--- src/hdl/array_list_engine_unit_macros.svh ---
// assertion macros for the array list engine
// used by modules that check their own sequencing; relies on clk_i and rst_ni in scope
`ifndef ARRAY_LIST_ENGINE_UNIT_MACROS_SVH
`define ARRAY_LIST_ENGINE_UNIT_MACROS_SVH

// same-cycle implication, off during reset
`define ALE_ASSERT_IMP(lbl, ante, cons, msg) \
  lbl: assert property (@(posedge clk_i) disable iff (!rst_ni) (ante) |-> (cons)) \
    else $error(msg);

// next-cycle implication, off during reset
`define ALE_ASSERT_NXT(lbl, ante, cons, msg) \
  lbl: assert property (@(posedge clk_i) disable iff (!rst_ni) (ante) |=> (cons)) \
    else $error(msg);

`endif

--- src/hdl/ale_pkg.sv ---
// shared types and constants of the array list engine
// no dependencies
package ale_pkg;

  localparam int unsigned DATA_W    = 32;
  localparam int unsigned POS_W     = 7;
  localparam int unsigned IDX_OUT_W = 7;
  localparam int unsigned CNT_OUT_W = 8;

  typedef enum logic [1:0] {
    CMD_INSERT = 2'd0,
    CMD_DELETE = 2'd1,
    CMD_FIND   = 2'd2,
    CMD_READ   = 2'd3
  } ale_cmd_e;

  typedef enum logic [1:0] {
    ST_OK       = 2'd0,
    ST_FULL     = 2'd1,
    ST_BADPOS   = 2'd2,
    ST_NOTFOUND = 2'd3
  } ale_status_e;

  typedef struct packed {
    ale_status_e               status;
    logic signed [DATA_W-1:0]  read_value;
    logic [IDX_OUT_W-1:0]      found_index;
    logic [CNT_OUT_W-1:0]      count;
  } ale_result_t;

endpackage

--- src/hdl/ale_if.sv ---
// command and response channel interfaces of the array list engine
// depends on ale_pkg for field widths
interface ale_cmd_if;
  logic                              valid;
  logic                              ready;
  logic [1:0]                        command;
  logic signed [ale_pkg::DATA_W-1:0] value;
  logic [ale_pkg::POS_W-1:0]         position;

  modport source (output valid, command, value, position, input ready);
  modport sink   (input valid, command, value, position, output ready);
endinterface

interface ale_rsp_if;
  logic                                 valid;
  logic                                 ready;
  logic [1:0]                           status;
  logic signed [ale_pkg::DATA_W-1:0]    read_value;
  logic [ale_pkg::IDX_OUT_W-1:0]        found_index;
  logic [ale_pkg::CNT_OUT_W-1:0]        count;

  modport source (output valid, status, read_value, found_index, count, input ready);
  modport sink   (input valid, status, read_value, found_index, count, output ready);
endinterface

--- src/hdl/ale_mem.sv ---
// element store: one write port, one read port with registered read data
// depends on ale_pkg for the data width
module ale_mem #(
  parameter int unsigned DEPTH = 128,
  parameter int unsigned AW    = 7
) (
  input  logic                              clk_i,
  input  logic                              we_i,
  input  logic [AW-1:0]                     waddr_i,
  input  logic signed [ale_pkg::DATA_W-1:0] wdata_i,
  input  logic [AW-1:0]                     raddr_i,
  output logic signed [ale_pkg::DATA_W-1:0] rdata_o
);
  import ale_pkg::*;

  logic signed [DATA_W-1:0] mem_q [DEPTH];
  logic signed [DATA_W-1:0] rdata_q;

  // write port
  always_ff @(posedge clk_i) begin
    if (we_i) begin
      mem_q[waddr_i] <= wdata_i;
    end
  end

  // read port, registered: data follows in the cycle after the address
  always_ff @(posedge clk_i) begin
    rdata_q <= mem_q[raddr_i];
  end

  assign rdata_o = rdata_q;

endmodule

--- src/hdl/ale_ctrl.sv ---
// command sequencer: checks a command, walks the store one entry per cycle
// for shifts, searches and reads, and keeps the element count; uses ale_pkg
`include "array_list_engine_unit_macros.svh"

module ale_ctrl #(
  parameter int unsigned CAPACITY = 128,
  parameter int unsigned AW       = 7,
  parameter int unsigned CW       = 8
) (
  input  logic                              clk_i,
  input  logic                              rst_ni,
  input  logic                              in_valid_i,
  output logic                              in_ready_o,
  input  ale_pkg::ale_cmd_e                 in_command_i,
  input  logic signed [ale_pkg::DATA_W-1:0] in_value_i,
  input  logic [ale_pkg::POS_W-1:0]         in_position_i,
  output logic                              res_valid_o,
  input  logic                              res_take_i,
  output ale_pkg::ale_result_t              res_o,
  output logic                              mem_we_o,
  output logic [AW-1:0]                     mem_waddr_o,
  output logic signed [ale_pkg::DATA_W-1:0] mem_wdata_o,
  output logic [AW-1:0]                     mem_raddr_o,
  input  logic signed [ale_pkg::DATA_W-1:0] mem_rdata_i
);
  import ale_pkg::*;

  // common width for position and count compares
  localparam int unsigned WW = ((CW > CNT_OUT_W) ? CW : CNT_OUT_W) + 1;

  typedef enum logic [1:0] {
    S_IDLE,
    S_RUN,
    S_FIN,
    S_DONE
  } state_e;

  state_e                   state_q, state_d;
  ale_cmd_e                 op_q, op_d;
  logic signed [DATA_W-1:0] val_q, val_d;
  logic [AW-1:0]            pos_q, pos_d;
  logic [AW-1:0]            src_q, src_d;
  logic [CW-1:0]            left_q, left_d;
  logic                     pend_q, pend_d;
  logic [AW-1:0]            pend_addr_q, pend_addr_d;
  logic [CW-1:0]            cnt_q, cnt_d;
  ale_result_t              res_q, res_d;

  logic [WW-1:0] pos_w;
  logic [WW-1:0] cnt_w;
  logic [WW-1:0] cap_w;
  logic          accept;

  assign pos_w  = WW'(in_position_i);
  assign cnt_w  = WW'(cnt_q);
  assign cap_w  = WW'(CAPACITY);
  assign accept = in_valid_i && (state_q == S_IDLE);

  assign in_ready_o  = (state_q == S_IDLE);
  assign res_valid_o = (state_q == S_DONE);
  assign res_o       = res_q;
  assign mem_raddr_o = src_q;

  // next state, store port control and result assembly
  always_comb begin
    state_d     = state_q;
    op_d        = op_q;
    val_d       = val_q;
    pos_d       = pos_q;
    src_d       = src_q;
    left_d      = left_q;
    pend_d      = 1'b0;
    pend_addr_d = src_q;
    cnt_d       = cnt_q;
    res_d       = res_q;
    mem_we_o    = 1'b0;
    mem_waddr_o = pend_addr_q;
    mem_wdata_o = mem_rdata_i;

    case (state_q)
      S_IDLE: begin
        if (accept) begin
          op_d              = in_command_i;
          val_d             = in_value_i;
          pos_d             = AW'(pos_w);
          res_d.status      = ST_OK;
          res_d.read_value  = '0;
          res_d.found_index = '0;
          res_d.count       = CNT_OUT_W'(cnt_w);
          state_d           = S_RUN;
          case (in_command_i)
            CMD_INSERT: begin
              left_d = CW'(cnt_w - pos_w);
              src_d  = AW'(cnt_w - WW'(1));
              if (cnt_w >= cap_w) begin
                res_d.status = ST_FULL;
                state_d      = S_DONE;
              end else if (pos_w > cnt_w) begin
                res_d.status = ST_BADPOS;
                state_d      = S_DONE;
              end
            end
            CMD_DELETE: begin
              left_d = CW'(cnt_w - pos_w - WW'(1));
              src_d  = AW'(pos_w + WW'(1));
              if (pos_w >= cnt_w) begin
                res_d.status = ST_BADPOS;
                state_d      = S_DONE;
              end
            end
            CMD_FIND: begin
              left_d       = cnt_q;
              src_d        = '0;
              res_d.status = ST_NOTFOUND;
              if (cnt_q == '0) begin
                state_d = S_DONE;
              end
            end
            default: begin
              left_d = CW'(1);
              src_d  = AW'(pos_w);
              if (pos_w >= cnt_w) begin
                res_d.status = ST_BADPOS;
                state_d      = S_DONE;
              end
            end
          endcase
        end
      end

      S_RUN: begin
        // issue one read per cycle while entries remain
        if (left_q != '0) begin
          pend_d = 1'b1;
          left_d = left_q - CW'(1);
          src_d  = (op_q == CMD_INSERT) ? src_q - AW'(1) : src_q + AW'(1);
        end
        // consume the entry read in the previous cycle
        if (pend_q) begin
          case (op_q)
            CMD_INSERT: begin
              mem_we_o    = 1'b1;
              mem_waddr_o = pend_addr_q + AW'(1);
            end
            CMD_DELETE: begin
              mem_we_o    = 1'b1;
              mem_waddr_o = pend_addr_q - AW'(1);
            end
            CMD_FIND: begin
              if (mem_rdata_i == val_q) begin
                res_d.status      = ST_OK;
                res_d.found_index = IDX_OUT_W'(WW'(pend_addr_q));
                left_d            = '0;
                pend_d            = 1'b0;
              end
            end
            default: begin
              res_d.read_value = mem_rdata_i;
            end
          endcase
        end
        if ((left_q == '0) && !pend_q) begin
          state_d = S_FIN;
        end
      end

      S_FIN: begin
        // place the new value and settle the count
        case (op_q)
          CMD_INSERT: begin
            mem_we_o    = 1'b1;
            mem_waddr_o = pos_q;
            mem_wdata_o = val_q;
            cnt_d       = cnt_q + CW'(1);
          end
          CMD_DELETE: begin
            cnt_d = cnt_q - CW'(1);
          end
          default: begin
            cnt_d = cnt_q;
          end
        endcase
        res_d.count = CNT_OUT_W'(WW'(cnt_d));
        state_d     = S_DONE;
      end

      S_DONE: begin
        if (res_take_i) begin
          state_d = S_IDLE;
        end
      end

      default: begin
        state_d = S_IDLE;
      end
    endcase
  end

  // state and registered outputs
  always_ff @(posedge clk_i or negedge rst_ni) begin
    if (!rst_ni) begin
      state_q     <= S_IDLE;
      op_q        <= CMD_INSERT;
      val_q       <= '0;
      pos_q       <= '0;
      src_q       <= '0;
      left_q      <= '0;
      pend_q      <= 1'b0;
      pend_addr_q <= '0;
      cnt_q       <= '0;
      res_q       <= '0;
    end else begin
      state_q     <= state_d;
      op_q        <= op_d;
      val_q       <= val_d;
      pos_q       <= pos_d;
      src_q       <= src_d;
      left_q      <= left_d;
      pend_q      <= pend_d;
      pend_addr_q <= pend_addr_d;
      cnt_q       <= cnt_d;
      res_q       <= res_d;
    end
  end

  // sequencing checks
  `ALE_ASSERT_IMP(a_cnt_cap, 1'b1, cnt_q <= CW'(CAPACITY), "element count above capacity")
  `ALE_ASSERT_NXT(a_cnt_step, 1'b1, (cnt_q == $past(cnt_q)) || (cnt_q == $past(cnt_q) + CW'(1)) || (cnt_q == $past(cnt_q) - CW'(1)), "count moved by more than one")
  `ALE_ASSERT_NXT(a_busy_after_beat, accept, !in_ready_o, "ready right after an accepted beat")
  `ALE_ASSERT_IMP(a_we_phase, mem_we_o, (state_q == S_RUN) || (state_q == S_FIN), "store written outside a command")

endmodule

--- src/hdl/array_list_engine_unit.sv ---
// array list engine: one command in, one result out; each command walks store entries
// one per cycle through the single read port (count - position for insert, one less for
// delete, hit index + 1 or count for find, one for read), none for a rejected command or a
// find on an empty list; a new command is taken only once the last result has moved into
// the output register, and it can be taken while that result still waits there
// reset (async, active low) empties the list; store contents are not cleared
module array_list_engine_unit #(
  parameter int unsigned CAPACITY = 128
) (
  input logic       clk_i,
  input logic       rst_ni,
  ale_cmd_if.sink   cmd_i,
  ale_rsp_if.source rsp_o
);
  import ale_pkg::*;

  localparam int unsigned AW = (CAPACITY > 1) ? $clog2(CAPACITY) : 1;
  localparam int unsigned CW = $clog2(CAPACITY + 1);

  logic                     res_valid;
  logic                     res_take;
  ale_result_t              res;
  logic                     mem_we;
  logic [AW-1:0]            mem_waddr;
  logic signed [DATA_W-1:0] mem_wdata;
  logic [AW-1:0]            mem_raddr;
  logic signed [DATA_W-1:0] mem_rdata;
  logic                     out_valid_q;
  ale_result_t              out_q;

  ale_ctrl #(
    .CAPACITY (CAPACITY),
    .AW       (AW),
    .CW       (CW)
  ) u_ctrl (
    .clk_i         (clk_i),
    .rst_ni        (rst_ni),
    .in_valid_i    (cmd_i.valid),
    .in_ready_o    (cmd_i.ready),
    .in_command_i  (ale_cmd_e'(cmd_i.command)),
    .in_value_i    (cmd_i.value),
    .in_position_i (cmd_i.position),
    .res_valid_o   (res_valid),
    .res_take_i    (res_take),
    .res_o         (res),
    .mem_we_o      (mem_we),
    .mem_waddr_o   (mem_waddr),
    .mem_wdata_o   (mem_wdata),
    .mem_raddr_o   (mem_raddr),
    .mem_rdata_i   (mem_rdata)
  );

  ale_mem #(
    .DEPTH (CAPACITY),
    .AW    (AW)
  ) u_mem (
    .clk_i   (clk_i),
    .we_i    (mem_we),
    .waddr_i (mem_waddr),
    .wdata_i (mem_wdata),
    .raddr_i (mem_raddr),
    .rdata_o (mem_rdata)
  );

  // output register holds a result beat until the sink takes it
  assign res_take = !out_valid_q || rsp_o.ready;

  always_ff @(posedge clk_i or negedge rst_ni) begin
    if (!rst_ni) begin
      out_valid_q <= 1'b0;
      out_q       <= '0;
    end else begin
      if (res_take) begin
        out_valid_q <= res_valid;
        if (res_valid) begin
          out_q <= res;
        end
      end
    end
  end

  assign rsp_o.valid       = out_valid_q;
  assign rsp_o.status      = out_q.status;
  assign rsp_o.read_value  = out_q.read_value;
  assign rsp_o.found_index = out_q.found_index;
  assign rsp_o.count       = out_q.count;

endmodule
--- src/flat_wrapper.sv ---
// flat-port wrapper written by rule: the top's interface ports become plain ports
module array_list_engine_unit_flat import ale_pkg::*;
#(
  parameter int unsigned CAPACITY = 128
)
  (clk_i, rst_ni, cmd_i_valid, cmd_i_command, cmd_i_value, cmd_i_position, cmd_i_ready, rsp_o_valid, rsp_o_status, rsp_o_read_value, rsp_o_found_index, rsp_o_count, rsp_o_ready);
  ale_cmd_if cmd_i_i ();
  ale_rsp_if rsp_o_i ();
  input logic clk_i;
  input logic rst_ni;
  input wire logic [$bits(cmd_i_i.valid)-1:0] cmd_i_valid;
  input wire logic [$bits(cmd_i_i.command)-1:0] cmd_i_command;
  input wire logic [$bits(cmd_i_i.value)-1:0] cmd_i_value;
  input wire logic [$bits(cmd_i_i.position)-1:0] cmd_i_position;
  output wire logic [$bits(cmd_i_i.ready)-1:0] cmd_i_ready;
  output wire logic [$bits(rsp_o_i.valid)-1:0] rsp_o_valid;
  output wire logic [$bits(rsp_o_i.status)-1:0] rsp_o_status;
  output wire logic [$bits(rsp_o_i.read_value)-1:0] rsp_o_read_value;
  output wire logic [$bits(rsp_o_i.found_index)-1:0] rsp_o_found_index;
  output wire logic [$bits(rsp_o_i.count)-1:0] rsp_o_count;
  input wire logic [$bits(rsp_o_i.ready)-1:0] rsp_o_ready;
  assign cmd_i_i.valid = cmd_i_valid;
  assign cmd_i_i.command = cmd_i_command;
  assign cmd_i_i.value = cmd_i_value;
  assign cmd_i_i.position = cmd_i_position;
  assign cmd_i_ready = cmd_i_i.ready;
  assign rsp_o_valid = rsp_o_i.valid;
  assign rsp_o_status = rsp_o_i.status;
  assign rsp_o_read_value = rsp_o_i.read_value;
  assign rsp_o_found_index = rsp_o_i.found_index;
  assign rsp_o_count = rsp_o_i.count;
  assign rsp_o_i.ready = rsp_o_ready;
  array_list_engine_unit #(.CAPACITY(CAPACITY)) u_core (.clk_i(clk_i), .rst_ni(rst_ni), .cmd_i(cmd_i_i), .rsp_o(rsp_o_i));
endmodule
--- config.mk ---
export PLATFORM = sky130hd
export DESIGN_NAME = array_list_engine_unit_flat
export DESIGN_NICKNAME = d
export VERILOG_FILES = /design/src/hdl/ale_pkg.sv /design/src/hdl/ale_if.sv /design/src/hdl/ale_mem.sv /design/src/hdl/ale_ctrl.sv /design/src/hdl/array_list_engine_unit.sv /design/src/flat_wrapper.sv
export VERILOG_INCLUDE_DIRS = /design/src /design/src/hdl
export SDC_FILE = /design/constraint.sdc
export NUM_CORES = 2
export LEC_CHECK = 0
export BUFFER_PORTS_ARGS = -buffer_cell sky130_fd_sc_hd__buf_4
export CAP_MARGIN = 10
export CORE_AREA = 5 5 582 584
export DETAILED_ROUTE_END_ITERATION = 8
export DIE_AREA = 0 0 587 589
export PLACE_DENSITY = 0.65
export SLEW_MARGIN = 20
export SYNTH_ARGS = -nofsm -noshare
export SYNTH_HDL_FRONTEND = slang
export SYNTH_HIERARCHICAL = 1
export SYNTH_SLANG_ARGS = --single-unit
--- constraint.sdc ---
create_clock -name clk_i -period 7.6 [get_ports clk_i]
set_input_delay 0 -clock clk_i [delete_from_list [all_inputs] [get_ports clk_i]]
set_output_delay 0 -clock clk_i [all_outputs]
set_load 0.01 [all_outputs]
==> reports/metrics.cfg <==
[sta]
setup_viol = 0
fmax_mhz = 165
fin_crit_sh = 0.795
fin_worst_skew_ns = 0.0643
fin_setup_tns_ns = 0
tightest_slew_ns = 1.21
slew_headroom = 0.190
finalHoldViolations = 0
min_period_ns = 6.04
rsz0062_at_grt = false
slew_violations = 0

[logic_synthesis]
synth.avg_cell_area_sq_um = 24.0
synth_top_area_frac = 0.742
yosysMostFrequentCell = edfxtp_1
ys_seq_area_frac = 0.772
synth_flop_cell = edfxtp_1
syn-cell-area_sq_um = 166000
async_reset_ff_frac = 0.0402
synth.distinct_cells = 72
synth_fp_nets = 7000
yosys_warnings = 6
yosysTopAreaCell = edfxtp_1
synth_seq_cells = 4301
synth-edff-count = 4096
synth_top_cells_by_area = edfxtp_1 74%, mux4_2 18%, dfrtp_1 2.6%, mux2_2 0.97%, clkbuf_1 0.49%
synth_commonest_cells = 4096 x edfxtp_1, 1344 x mux4_2, 215 x clkbuf_1, 173 x dfrtp_1, 165 x nand2_1
synthCells = 6918

[global_route]
overflow = 0
antenna_found_initial = 44
grt_max_degree = 154
first_global_vias = 76570
grt_usage = 0.237
grt_pass1_wl_um = 588000

[drt]
viasPerCell = 6.42
dr_total_vias = 77846
drt-pass1-iter-count = 5
final_antenna_net_count = 0
drc = 0
drt-wirelength-per-cell_um = 34.0
drtIter0Drc = 11067
routed_wl_um = 413000

[floorplanning]
die_y_um = 589
core_sq_um = 333000
start_util = 0.498
core.rowCount = 212
pin_count = 96
die-area_sq_um = 346000
dieWidth_um = 587

[critical_path]
setup.worst_path.class = reg2reg
path_cells = inv_1 -> ha_1 -> nand2b_1 -> nor2_4 -> buf_4 -> nand2_1 -> o21ai_0 -> a22o_1 -> nor2b_1 -> nand3_1 -> nor2_4 -> buf_4
cp_num_buf_inv = 3
startpoint_type = flip-flop
endpoint_kind = flip-flop
cpMaxStageDelayCell = nand3_1
cp_max_fo = 36
cp.required_ns = 8.18
path_delay_family = simple AND/OR/NAND/NOR gates
max_stage_delay_ns = 0.87
arrival_ns = 6.63

[pwr]
leakage_nw = 41.7
power.total_mw = 45.5
powerDensity_nw_per_um2 = 242
vdd_drop_max_v = 0.000198

[clock_network]
tritoncts = yes
insertion_delay_ns = 0.95
max-clock-path-buffers = 4
path_clk_slew_ns = 0.06
cts-root-buf = clkbuf_16
cts_setup_buffers = 0
cts_sinks = 4301
cts_buffers = 421
htree_num_levels = 5

[status]
status = finished, final reports clean

[cells_and_area]
syn2layout_area_growth_pct = 13.5
drive_gt1_frac = 0.327
fillers = 23718
finalNetCount = 7458

[placed_design]
portBuffers = 95
gp_congestion = 0.932
hpwl_um = 252000

[run]
drv_cap = 0

[worst_hold_path]
hp-class = in2reg

worst min-delay path, cell delays in order:
cell and delay [ns]:
dlygate4sd3_1 0.62, buf_4 0.18, inv_1 0.12, o21ai_0 0.11
power breakdown:
group          internal [mW]  total (mW)  switching (mW)
clock network           11.2        19.9            8.69
logic                 0.0574       0.126          0.0688
registers               25.6        25.6               0
total                   36.8        45.5            8.76
final cells by class:
class                   count  area [sq um]  share of cell area
multi-input cells        2226         37300               0.199
clock inverters           249          2110              0.0112
inverters                  32           120            0.000639
repair buffers            394          3950              0.0210
well taps                4387          5490              0.0292
clock buffers             526         11000              0.0586
diodes                     18          45.0            0.000240
flip-flops and latches   4301        128000               0.681
per-stage QoR:
stage	setup WS [ns]	instances	util	area, sq um	hold slack (ns)
after floorplan	1.75	6918	-	166000	-0.296
after global placement	1.74	11209	0.521	173000	0.180
after detailed placement	1.74	11230	0.522	174000	0.186
after CTS	1.70	12106	0.565	188000	0.0119
after global routing	1.35	12116	0.565	188000	0.0940
final	1.56	12133	0.565	188000	0.128
layout by cell type, fill, tap and decap left out, types with 36 or more instances in the layout:
master and instances:
edfxtp_1 4096, mux4_2 1344, clkbuf_16 423, buf_4 242, dfrtp_1 166, nand2_1 161
nor2_4 120, mux2_2 111, clkinv_1 104, dlygate4sd3_1 100, clkbuf_1 98, o21ai_0 92
clkinv_2 81, buf_12 38, mux2_4 37, xor2_1 36
sequential cells by signal, indices dropped and copies added (netlist names):
signal and count:
u_core/u_ctrl/op_q 2, u_core/rsp_o.count 8, u_core/u_ctrl/pos_q 7, u_core/u_ctrl/left_q 8, u_core/rsp_o.found_index 7, u_core/u_mem/mem_q 4096
u_core/rsp_o.read_value 32, u_core/u_ctrl/res_o 49, u_core/rsp_o.status 2, u_core/u_ctrl/val_q 32, u_core/rsp_o.valid 1, u_core/u_ctrl/pend_addr_q 7
u_core/u_ctrl/pend_q 1, u_core/u_ctrl/mem_raddr_o 7, u_core/u_mem/rdata_o 32, u_core/u_ctrl/state_q 2, u_core/u_ctrl/cnt_q 8
cells by family after synthesis:
logic type / count (synthesis) / share of synthesized area
AO/OA/AOI/OAI: 195 / 0.00717
AND/OR/NAND/NOR: 437 / 0.0117
buffers and inverters: 391 / 0.00975
adder cells (fa/ha/maj): 37 / 0.00297
XOR/XNOR: 57 / 0.00301
multiplexers: 1500 / 0.193
flip-flops: 4301 / 0.772
routing by layer:
layer	part of all wire	routed length [um]	vias up	track usage
met5	0.00017	71	-	0
met4	0.025	10400	10	0.0563
met3	0.11	43700	513	0.0493
met2	0.46	189000	4104	0.351
met1	0.41	169000	42591	0.368
li1	-	-	30628	-
worst paths after layout:
kind / start / cells after the start / slack, ns / to
min reg2reg: u_core/u_ctrl/res_o[18] / 2 / 0.48 / u_core/u_ctrl/res_o[18]
max in group asynchronous: rst_ni / 4 / 6.53 / u_core/u_ctrl/cnt_q[1]
max reg2reg: u_core/u_ctrl/state_q[0] / 12 / 1.56 / u_core/u_mem/mem_q[85][27]
min: cmd_i_position[6] / 4 / 0.13 / u_core/u_ctrl/pos_q[6]
max: u_core/u_ctrl/state_q[0] / 12 / 1.56 / u_core/u_mem/mem_q[85][27]
min in group asynchronous: rst_ni / 4 / 0.22 / u_core/u_ctrl/res_o[43]
what timing repair did:
action | 4_1_cts | 5_1_grt
hold endpoints to repair | 160 | 0
hold buffers | 101 | 0
resized for setup | 0 | 0
setup endpoints to repair | 0 | 0
(Power assumes the default switching activity.)
